[config.mk]
export PLATFORM = sky130hd
export DESIGN_NAME = life_generation_row_engine
export DESIGN_NICKNAME = d
export VERILOG_FILES = /design/src/lgr_pkg.sv /design/src/life_generation_row_engine.sv /design/src/lgr_front.sv /design/src/lgr_queue.sv /design/src/lgr_back.sv
export SDC_FILE = /design/constraint.sdc
export NUM_CORES = 2
export LEC_CHECK = 0
export BUFFER_PORTS_ARGS = -buffer_cell sky130_fd_sc_hd__buf_2
export CAP_MARGIN = 0
export CORE_ASPECT_RATIO = 0.6
export CORE_MARGIN = 1.5
export CORE_UTILIZATION = 55
export DETAILED_ROUTE_END_ITERATION = 10
export GPL_ROUTABILITY_DRIVEN = 1
export PLACE_DENSITY = 0.72
export SETUP_SLACK_MARGIN = 0.4
export SKIP_LAST_GASP = 1
export SLEW_MARGIN = 20
export SYNTH_ARGS = -nofsm -noshare
export SYNTH_HDL_FRONTEND = slang
export SYNTH_HIERARCHICAL = 1
export SYNTH_SLANG_ARGS = --single-unit
[constraint.sdc]
create_clock -name clock -period 22.5 [get_ports clock]
set_input_delay 4.5 -clock clock [delete_from_list [all_inputs] [get_ports clock]]
set_output_delay 4.5 -clock clock [all_outputs]
set_load 0.01 [all_outputs]
[src/lgr_pkg.sv]
// Shared types, constants and cell-update functions for the Life row engine.
// Depends on nothing; every other file imports it.
package lgr_pkg;

   // Row geometry fixed by the payload fields
   localparam int unsigned RowWidth  = 64;
   localparam int unsigned MaxSize   = 64;
   localparam int unsigned SizeWidth = 7;
   localparam int unsigned IdxWidth  = 6;

   // Neighbor counts that matter under B3/S23
   localparam logic [3:0] BirthCount = 4'd3;
   localparam logic [3:0] KeepCount  = 4'd2;

   // One queued job: the rows around one accepted item and how to emit them
   typedef struct packed {
      logic [RowWidth-1:0]  row_up;
      logic [RowWidth-1:0]  row_mid;
      logic [RowWidth-1:0]  row_cur;
      logic [SizeWidth-1:0] size_n;
      logic [IdxWidth-1:0]  index;
      logic                 has_upper;
      logic                 is_final;
   } lgr_job_type;

   // Queue status seen by the front and the back
   typedef struct packed {
      logic full;
      logic head_valid;
   } lgr_queue_status_type;

   // Mask of the columns in use for an effective size of 1..64
   function automatic logic [RowWidth-1:0] size_mask(input logic [SizeWidth-1:0] n);
      logic [RowWidth-1:0] m;
      if (n >= SizeWidth'(MaxSize)) begin
         m = '1;
      end else begin
         m = (RowWidth'(1) << n) - RowWidth'(1);
      end
      return m;
   endfunction

   // Clamp the raw size register to 1..MaxSize
   function automatic logic [SizeWidth-1:0] eff_size(input logic [SizeWidth-1:0] raw);
      logic [SizeWidth-1:0] n;
      if (raw == '0) begin
         n = SizeWidth'(1);
      end else if (raw > SizeWidth'(MaxSize)) begin
         n = SizeWidth'(MaxSize);
      end else begin
         n = raw;
      end
      return n;
   endfunction

   // One generation of a row; columns outside the row read as dead
   function automatic logic [RowWidth-1:0] evolve_row(input logic [RowWidth-1:0] up,
                                                      input logic [RowWidth-1:0] mid,
                                                      input logic [RowWidth-1:0] down);
      logic [RowWidth+1:0] pu;
      logic [RowWidth+1:0] pm;
      logic [RowWidth+1:0] pd;
      logic [3:0]          cnt;
      logic [RowWidth-1:0] res;
      pu  = {1'b0, up, 1'b0};
      pm  = {1'b0, mid, 1'b0};
      pd  = {1'b0, down, 1'b0};
      res = '0;
      for (int k = 0; k < RowWidth; k++) begin
         cnt = 4'(pu[k]) + 4'(pu[k+1]) + 4'(pu[k+2])
             + 4'(pm[k]) + 4'(pm[k+2])
             + 4'(pd[k]) + 4'(pd[k+1]) + 4'(pd[k+2]);
         res[k] = (cnt == BirthCount) || ((cnt == KeepCount) && mid[k]);
      end
      return res;
   endfunction

endpackage

[src/life_generation_row_engine.sv]
// Top level of the B3/S23 Life row engine: front, job queue, back.
// Depends on lgr_pkg, lgr_front, lgr_queue and lgr_back.
//
//   channel | ports                                  | direction
//   --------+----------------------------------------+----------
//   req     | req_valid/req_ready, req_row_cells     | in
//   rsp     | rsp_valid/rsp_ready, next_row_cells,   | out
//           | row_index, last_row                    |
//   csr     | csr_write_enable, csr_write_data       | in
//
// One row is taken per cycle while the queue is not full; each result is loaded
// into a single result register once its job reaches the queue head.
// The final row of a board with more than one row gives two results and so
// loads the result register twice; that register sets the sustained rate.
// Reset clears the row history and the queue and sets the size to 64.
// A stalled rsp side fills the queue of QUEUE_DEPTH jobs, then drops req_ready.
module life_generation_row_engine import lgr_pkg::*; #(
   parameter int unsigned QUEUE_DEPTH = 2
) (
   input  logic                 clock,
   input  logic                 reset,
   input  logic                 csr_write_enable,
   input  logic [SizeWidth-1:0] csr_write_data,
   input  logic                 req_valid,
   output logic                 req_ready,
   input  logic [RowWidth-1:0]  req_row_cells,
   output logic                 rsp_valid,
   input  logic                 rsp_ready,
   output logic [RowWidth-1:0]  rsp_next_row_cells,
   output logic [IdxWidth-1:0]  rsp_row_index,
   output logic                 rsp_last_row
);

   lgr_queue_status_type             queue_status;
   lgr_job_type                      push_job;
   lgr_job_type                      head_job;
   logic                             push_valid;
   logic                             pop;
   logic [$clog2(QUEUE_DEPTH+1)-1:0] queue_count;

   lgr_front u_front (
      .clock            (clock),
      .reset            (reset),
      .csr_write_enable (csr_write_enable),
      .csr_write_data   (csr_write_data),
      .req_valid        (req_valid),
      .req_ready        (req_ready),
      .req_row_cells    (req_row_cells),
      .queue_status     (queue_status),
      .push_valid       (push_valid),
      .push_job         (push_job)
   );

   lgr_queue #(.DEPTH(QUEUE_DEPTH)) u_queue (
      .clock        (clock),
      .reset        (reset),
      .push_valid   (push_valid),
      .push_job     (push_job),
      .pop          (pop),
      .head_job     (head_job),
      .queue_status (queue_status),
      .count        (queue_count)
   );

   lgr_back u_back (
      .clock              (clock),
      .reset              (reset),
      .head_job           (head_job),
      .queue_status       (queue_status),
      .pop                (pop),
      .rsp_valid          (rsp_valid),
      .rsp_ready          (rsp_ready),
      .rsp_next_row_cells (rsp_next_row_cells),
      .rsp_row_index      (rsp_row_index),
      .rsp_last_row       (rsp_last_row)
   );

   // Never push into a full queue
   a_no_overflow: assert property (@(posedge clock) disable iff (reset)
      !(push_valid && queue_status.full))
      else $error("job pushed into full queue");

   // Never pop an empty queue
   a_no_underflow: assert property (@(posedge clock) disable iff (reset)
      pop |-> queue_status.head_valid)
      else $error("job popped from empty queue");

   // A pop with no push lowers the fill count by one
   a_count_track: assert property (@(posedge clock) disable iff (reset)
      (pop && !push_valid) |=> (queue_count == $past(queue_count) - 1'b1))
      else $error("queue count out of step with pops");

endmodule

[src/lgr_front.sv]
// Front end: size register, row history, and job classification per row.
// Depends on lgr_pkg; feeds lgr_queue.
module lgr_front import lgr_pkg::*; (
   input  logic                 clock,
   input  logic                 reset,
   input  logic                 csr_write_enable,
   input  logic [SizeWidth-1:0] csr_write_data,
   input  logic                 req_valid,
   output logic                 req_ready,
   input  logic [RowWidth-1:0]  req_row_cells,
   input  lgr_queue_status_type queue_status,
   output logic                 push_valid,
   output lgr_job_type          push_job
);

   logic [SizeWidth-1:0] board_size_ff, board_size_in;
   logic [RowWidth-1:0]  row_above_ff, row_above_in;
   logic [RowWidth-1:0]  row_middle_ff, row_middle_in;
   logic [SizeWidth-1:0] rows_received_ff, rows_received_in;

   logic [SizeWidth-1:0] size_n;
   logic [RowWidth-1:0]  mask;
   logic [RowWidth-1:0]  cur_m, up_m, mid_m;
   logic                 accept;
   logic                 is_final;
   logic                 has_upper;

   // Classify the incoming row against the current size
   always_comb begin
      size_n    = eff_size(board_size_ff);
      mask      = size_mask(size_n);
      cur_m     = req_row_cells & mask;
      up_m      = row_above_ff & mask;
      mid_m     = row_middle_ff & mask;
      is_final  = ({1'b0, rows_received_ff} + 8'd1) >= {1'b0, size_n};
      has_upper = rows_received_ff != '0;
      req_ready = !queue_status.full;
      accept    = req_valid && req_ready;
   end

   // Build the job; rows that give no result are not queued
   always_comb begin
      push_valid         = accept && (has_upper || is_final);
      push_job.row_up    = up_m;
      push_job.row_mid   = mid_m;
      push_job.row_cur   = cur_m;
      push_job.size_n    = size_n;
      push_job.index     = rows_received_ff[IdxWidth-1:0];
      push_job.has_upper = has_upper;
      push_job.is_final  = is_final;
   end

   // Advance the row history, or clear it after the final row
   always_comb begin
      board_size_in    = csr_write_enable ? csr_write_data : board_size_ff;
      row_above_in     = row_above_ff;
      row_middle_in    = row_middle_ff;
      rows_received_in = rows_received_ff;
      if (accept) begin
         if (is_final) begin
            row_above_in     = '0;
            row_middle_in    = '0;
            rows_received_in = '0;
         end else begin
            row_above_in     = mid_m;
            row_middle_in    = cur_m;
            rows_received_in = rows_received_ff + SizeWidth'(1);
         end
      end
   end

   always_ff @(posedge clock) begin
      if (reset) begin
         board_size_ff    <= SizeWidth'(MaxSize);
         row_above_ff     <= '0;
         row_middle_ff    <= '0;
         rows_received_ff <= '0;
      end else begin
         board_size_ff    <= board_size_in;
         row_above_ff     <= row_above_in;
         row_middle_ff    <= row_middle_in;
         rows_received_ff <= rows_received_in;
      end
   end

endmodule

[src/lgr_queue.sv]
// Short job queue between the front and the back.
// Depends on lgr_pkg for the job and status types.
module lgr_queue import lgr_pkg::*; #(
   parameter int unsigned DEPTH = 2
) (
   input  logic                 clock,
   input  logic                 reset,
   input  logic                 push_valid,
   input  lgr_job_type          push_job,
   input  logic                 pop,
   output lgr_job_type          head_job,
   output lgr_queue_status_type queue_status,
   output logic [$clog2(DEPTH+1)-1:0] count
);

   localparam int unsigned PtrWidth = $clog2(DEPTH);
   localparam int unsigned CntWidth = $clog2(DEPTH + 1);

   lgr_job_type         slots_ff [DEPTH];
   logic [PtrWidth-1:0] wr_ptr_ff, wr_ptr_in;
   logic [PtrWidth-1:0] rd_ptr_ff, rd_ptr_in;
   logic [CntWidth-1:0] count_ff, count_in;

   // Advance pointers and the fill count
   always_comb begin
      wr_ptr_in = wr_ptr_ff;
      rd_ptr_in = rd_ptr_ff;
      count_in  = count_ff;
      if (push_valid) begin
         wr_ptr_in = (wr_ptr_ff == PtrWidth'(DEPTH - 1)) ? '0 : wr_ptr_ff + PtrWidth'(1);
      end
      if (pop) begin
         rd_ptr_in = (rd_ptr_ff == PtrWidth'(DEPTH - 1)) ? '0 : rd_ptr_ff + PtrWidth'(1);
      end
      if (push_valid && !pop) begin
         count_in = count_ff + CntWidth'(1);
      end else if (pop && !push_valid) begin
         count_in = count_ff - CntWidth'(1);
      end
   end

   always_ff @(posedge clock) begin
      if (reset) begin
         wr_ptr_ff <= '0;
         rd_ptr_ff <= '0;
         count_ff  <= '0;
      end else begin
         wr_ptr_ff <= wr_ptr_in;
         rd_ptr_ff <= rd_ptr_in;
         count_ff  <= count_in;
      end
   end

   // Store the pushed job
   always_ff @(posedge clock) begin
      if (push_valid) begin
         slots_ff[wr_ptr_ff] <= push_job;
      end
   end

   assign head_job                = slots_ff[rd_ptr_ff];
   assign queue_status.full       = count_ff == CntWidth'(DEPTH);
   assign queue_status.head_valid = count_ff != '0;
   assign count                   = count_ff;

endmodule

[src/lgr_back.sv]
// Back end: evaluates the queued rows and drives the result register.
// Depends on lgr_pkg; drains lgr_queue.
module lgr_back import lgr_pkg::*; (
   input  logic                 clock,
   input  logic                 reset,
   input  lgr_job_type          head_job,
   input  lgr_queue_status_type queue_status,
   output logic                 pop,
   output logic                 rsp_valid,
   input  logic                 rsp_ready,
   output logic [RowWidth-1:0]  rsp_next_row_cells,
   output logic [IdxWidth-1:0]  rsp_row_index,
   output logic                 rsp_last_row
);

   logic                rsp_valid_ff, rsp_valid_in;
   logic [RowWidth-1:0] cells_ff, cells_in;
   logic [IdxWidth-1:0] index_ff, index_in;
   logic                last_ff, last_in;
   logic                phase_ff, phase_in;

   logic                load;
   logic                take;
   logic                emit_upper;
   logic                done;
   logic [RowWidth-1:0] row_a, row_b, row_c;

   // Pick which result of the head job goes out next
   always_comb begin
      emit_upper = head_job.has_upper && !phase_ff;
      if (emit_upper) begin
         row_a    = head_job.row_up;
         row_b    = head_job.row_mid;
         row_c    = head_job.row_cur;
         index_in = head_job.index - IdxWidth'(1);
         last_in  = 1'b0;
         done     = !head_job.is_final;
      end else begin
         row_a    = head_job.has_upper ? head_job.row_mid : '0;
         row_b    = head_job.row_cur;
         row_c    = '0;
         index_in = head_job.index;
         last_in  = 1'b1;
         done     = 1'b1;
      end
      cells_in = evolve_row(row_a, row_b, row_c) & size_mask(head_job.size_n);
   end

   // Load the result register when it is empty or being drained
   always_comb begin
      load         = !rsp_valid_ff || rsp_ready;
      take         = load && queue_status.head_valid;
      pop          = take && done;
      rsp_valid_in = take ? 1'b1 : (rsp_valid_ff && !rsp_ready);
      phase_in     = take ? !done : phase_ff;
   end

   always_ff @(posedge clock) begin
      if (reset) begin
         rsp_valid_ff <= 1'b0;
         phase_ff     <= 1'b0;
      end else begin
         rsp_valid_ff <= rsp_valid_in;
         phase_ff     <= phase_in;
      end
   end

   // Hold the payload until transfer
   always_ff @(posedge clock) begin
      if (take) begin
         cells_ff <= cells_in;
         index_ff <= index_in;
         last_ff  <= last_in;
      end
   end

   assign rsp_valid          = rsp_valid_ff;
   assign rsp_next_row_cells = cells_ff;
   assign rsp_row_index      = index_ff;
   assign rsp_last_row       = last_ff;

endmodule

* Word-level counts from Yosys, hierarchy flattened
Memories as Yosys holds them, arrays and structs flattened. A register that Yosys moved wholly into a read port is not among the register bits.
Cells that the tools add are included.
** Storage, ports and cells
- Register bits after elaboration :: 219
- Latch bits :: 0
- Bits in writable memories :: 414
- ROM bits :: 0
- Bits of input ports :: 76
- Output and inout bits :: 73
- Logic and storage cells :: 775
- Memories :: 1
** Operators by class
- Add/subtract/negate cells :: 450
- Multiply operators :: 0
- Divide/modulo/power cells :: 0
- Magnitude comparators :: 4
- Equality and inequality tests :: 129
- Shifts and indexed selects :: 2
- Muxes and demuxes :: 23
- Bitwise operators :: 4
- Reduce and logical (&&, ||, !) cells :: 150
** Memories
- u_queue.slots_ff :: depth 2, bits a word 207, rd ports 1, clocked after Yosys merged registers in 1, wr ports 1, RTL line lgr_queue.sv:19 : lgr_job_type slots_ff [DEPTH];
** Operator list (number)
- $add A4 B1 Y4 :: 377
- $eq A4 B2 Y1 const B :: 128
- $mux W64 :: 8
- $and A64 B64 Y64 :: 4
- $shl A1 B7 Y64 const A :: 2
- $sub A64 B2 Y64 const B :: 2
- $add A1 B1 Y2 :: 63
- $logic_and A1 B1 Y1 :: 72
- $logic_or A1 B1 Y1 :: 66
- $mux W7 :: 3
- $ge A7 B7 Y1 const B :: 2
- $mux W1 :: 9
- $add A7 B1 Y8 const B :: 1
- $ge A8 B7 Y1 :: 1
- $logic_not A1 Y1 :: 8
- $add A7 B1 Y7 const B :: 1
- $gt A7 B7 Y1 const B :: 1
- $logic_not A7 Y1 :: 1
- $reduce_bool A7 Y1 :: 1
- $mux W6 :: 1
- $sub A6 B1 Y6 const B :: 1
- $mux W2 :: 2
- $reduce_bool A2 Y1 :: 2
- $add A2 B1 Y3 :: 1
- other kinds (4) :: 5

* Depth between registers and ports, before layout
- Depth after elaboration :: 14
- Mapped depth :: 21

* Hierarchy
The synthesis kept the hierarchy.
** By module, submodules not included
- lgr_back :: times used 1, cells each 1796, area each 16575.9 um2, seq. area each 2172.1 um2
- lgr_queue :: times used 1, cells each 666, area each 15673.8 um2, seq. area each 12532.0 um2
- lgr_front :: times used 1, cells each 997, area each 8115.3 um2, seq. area each 2842.7 um2

* Worst setup path before layout
Ideal clock, no wire load.
- Path kind :: input to register
- From :: input req_valid
- To :: memory u_queue/slots_ff[0][0] (netlist bit), enable pin
- Setup time :: 803 ps
- Arrival time :: 14251 ps
- Data required time :: 21697 ps
- Path slack :: 7447 ps
- Cell stages on the path :: 4
- Buffers on the path :: 1
- Path through :: nor2b_1 > clkbuf_1 > o21a_1 > nor2b_1
** On the way
- Cells in the longest elaborated chain, start to end :: 4
** RTL lines
- start: declaration :: RTL line life_generation_row_engine.sv:24 : input logic req_valid,
- $logic_and A1 B1 Y1 :: RTL line lgr_front.sv:38 : accept = req_valid && req_ready;
- $logic_and A1 B1 Y1 :: RTL line lgr_front.sv:43 : push_valid = accept && (has_upper || is_final);
- net push_valid :: RTL line life_generation_row_engine.sv:37 : logic push_valid;
- $mux W1 :: RTL line lgr_queue.sv:56 : if (push_valid) begin
- $mux W1 (not written as such) :: RTL line lgr_queue.sv:57 : slots_ff[wr_ptr_ff] <= push_job;
- end: declaration :: RTL line lgr_queue.sv:19
The timed path passes the listed nets, and every way through them passes these cells.

* Worst setup path after layout
- From :: input req_valid
- To :: memory u_queue/slots_ff[0][166] (netlist bit), enable pin
Same word-level chain as after synthesis.

==> qor.txt <==
status = completed
clk_lat worst skew = 660 ps
CP arrival = 7960 ps
xor and xnor area share after synthesis = 0.865%
Hold WS = 448 ps
share of cells above drive strength 1 = 17.0%
clock period minus worst slack = 7700 ps
Die Ht = 213 um
initial antenna violation count = 5
cts hold-fix bufs = 0
Initial Util = 55.9%
complex-gate fraction of the synthesized area = 9.55%
wirelength, routed = 108 mm
cell with the most instances after synthesis = edfxtp_1
Site Rows = 76
Synth area leaders = edfxtp_1 (36%), fa_1 (12%), dfxtp_1 (7.4%)
synth cell count leaders = edfxtp_1 (485), nand2_1 (302), inv_1 (276)
post-synth top area cell = edfxtp_1
gr usage total = 28.7%
die width = 353 um
Avg WL per Cell = 23.7 um
critical path launch point type = input pin
Synth async-reset ratio = 0%
post-CTS setup buffers = 0
Max clock buf depth = 3
Num Clock Sinks = 634
Layout area overhead = 8.12%
die area = 75,100 sq um
Rel. slew slack = 22.4%
YS warnings = 6
I/O Pins = 149
vias = 27,077
Core Util, Final = 60.5%
Max-Cap Viols = 0
r2r endpoint = u_back/rsp_next_row_cells[47]
Final Hold Fails = 0
Hold WC Path Type = register to register
standard cell core area = 72,200 sq um
fillers = 5,797
Max Fclk = 130 MHz
DR DRC count = 0
Synth top area share = 36.1%
multi-input logic area = 20,800 sq um
Vias/cell = 5.95
number of synthesized flops with an enable pin = 485
min-delay src = u_front/row_above_ff[31]
unrepaired setup endpoints after global routing = false
simple-gate share of the synthesized area = 13.2%
Crit Path Class = input pin to register
maximum fanout along the worst path = 67
Netlist cell types = 94
#FFs+latches synth = 634
H-tree level count = 2
Port-buffer cells = 148
Final ANT Viol Nets = 0
area of all sequential standard cells = 17,600 sq um
Clk pin slew, worst setup/hold paths = 60 ps
Inserted Clock Buffers = 58
Post-Synth Adder-Cell Area = 18.7%
endpoint type of the worst setup path = register
portion of netlist area occupied by mux cells = 9.22%
required time worst endpoint = 22,760 ps
global-route wire length before repair = 161 mm
grt total ovfl = 0
Root Driver = clkbuf_16
sequential share of the synthesized area = 43.5%
post-cts sizing count = 0
ratio of final minimum period to clock period = 34.2%
cells after synthesis = 3,459
Initial DRC Count = 3,283
mapped cell area = 40,400 sq um
vias in the first global route = 25,545
Avg Cell Area, Syn = 11.7 sq um
R2R depth = 17
CTS tree = done
Fin Setup TNS = 0 ps
worst hold stages = 2
reg2reg setup slack = 15,540 ps
final net count = 4,050
Setup-failing EPs final = 0
Final Skew = 30.7 ps
ys flop type = edfxtp_1
syn_nets = 3,988
placer congestion estimate = 0.962
largest net degree at the start of global routing = 117
Worst-Margin Slew = 1160 ps
WHS Endpoint = u_front/row_above_ff[31]
Slew Viols, Final = 0
drt pass-1 iters = 6
main combinational cell family by area after synthesis = adder cells
Post-DP HPWL = 79.7 mm
==> per-layer routing <==
layer	share of wire, %	global-route usage, %
met1	47	44.9
met2	38	37.1
met3	13	10.9
met4	1.7	5.53
met5	0.021	0
==> cell families (layout without fill, tap and decap cells) <==
kind of cell | Yosys count | count (layout)
AOI/OAI and AO/OA | 560 | 560
xor gates and xnor gates | 39 | 39
adders and majority gates | 453 | 453
buffers and inverters | 458 | 570
DFF | 634 | 634
muxes | 289 | 289
other | 1 | 3
and+or+nand+nor | 1025 | 1025
==> how the worst max path moves through the flow <==
stage                     startpoint                        to  slack [ps]  depth (start not counted)
after detailed placement   req_valid  u_queue/slots_ff[0][166]       13740                          6
after global placement     req_valid  u_queue/slots_ff[0][163]       13830                          6
after CTS                  req_valid  u_queue/slots_ff[0][166]       14420                          6
after floorplan            req_valid    u_queue/slots_ff[0][0]        7450                          4
final                      req_valid  u_queue/slots_ff[0][166]       14800                          7
after global routing       req_valid   u_queue/slots_ff[0][93]       14600                          7
==> state kept, by name (all words and copies together) (netlist names), named ones only <==
name,count
u_queue/slots_ff,414
u_back/rsp_next_row_cells,64
u_front/row_above_ff,64
u_front/row_middle_ff,64
u_front/board_size_ff,7
u_front/rows_received_ff,7
u_back/rsp_row_index,6
u_queue/count,2
u_back/phase_ff,1
u_back/rsp_last_row,1
u_back/rsp_valid,1
u_queue/rd_ptr_ff,1
u_queue/wr_ptr_ff,1
==> final cells by class <==
class	count	area share, %
clock buffers	79	3.69
repair buffers	182	2.34
flip-flops and latches	634	40.2
well taps	975	2.80
clock inverters	31	0.771
inverters	278	2.39
multi-input cells	2367	47.8
diodes	2	0.0115
==> metrics by stage <==
step / setup WS [ps] / cell area [sq um] / instances
2_1_floorplan: 7450 / 40400 / 3459
3_3_place_gp: 13830 / 41700 / 4435
3_5_place_dp: 13740 / 41700 / 4435
4_1_cts: 14420 / 43600 / 4545
5_1_grt: 14600 / 43600 / 4546
6_report: 14800 / 43600 / 4548
==> cell usage in the layout (no fill, tap or decap), types with 12 or more instances in the layout <==
cell type	synthesis	layout
edfxtp_1	485	485
nand2_1	302	302
inv_1	276	276
fa_1	252	252
and2_1	246	244
ha_1	201	201
buf_2	44	148
dfxtp_1	149	146
mux2_2	141	141
a21oi_1	140	140
o21ai_0	135	135
mux2_4	130	130
nor2_1	127	126
nand3_1	104	104
nor2b_1	72	69
clkbuf_16	0	58
a22o_1	50	50
nor3_1	46	46
o211ai_1	38	38
buf_4	23	32
a32o_1	30	30
and3_1	25	25
xnor2_1	24	24
nand2b_1	20	20
a211oi_1	21	20
mux2i_1	18	18
nor4_1	17	17
a22oi_1	15	15
o2111ai_1	14	14
xor2_1	14	14
clkbuf_1	84	13
a31oi_1	12	12
==> worst max-delay path: stages <==
cell	delay, ps
buf_2	90
nor2b_2	860
o21a_1	310
nor2b_4	440
buf_12	250
buf_4	570
buf_4	850
Power is not shown: default switching activity piles up to over one toggle a cycle in this logic, so the estimate is an artifact.
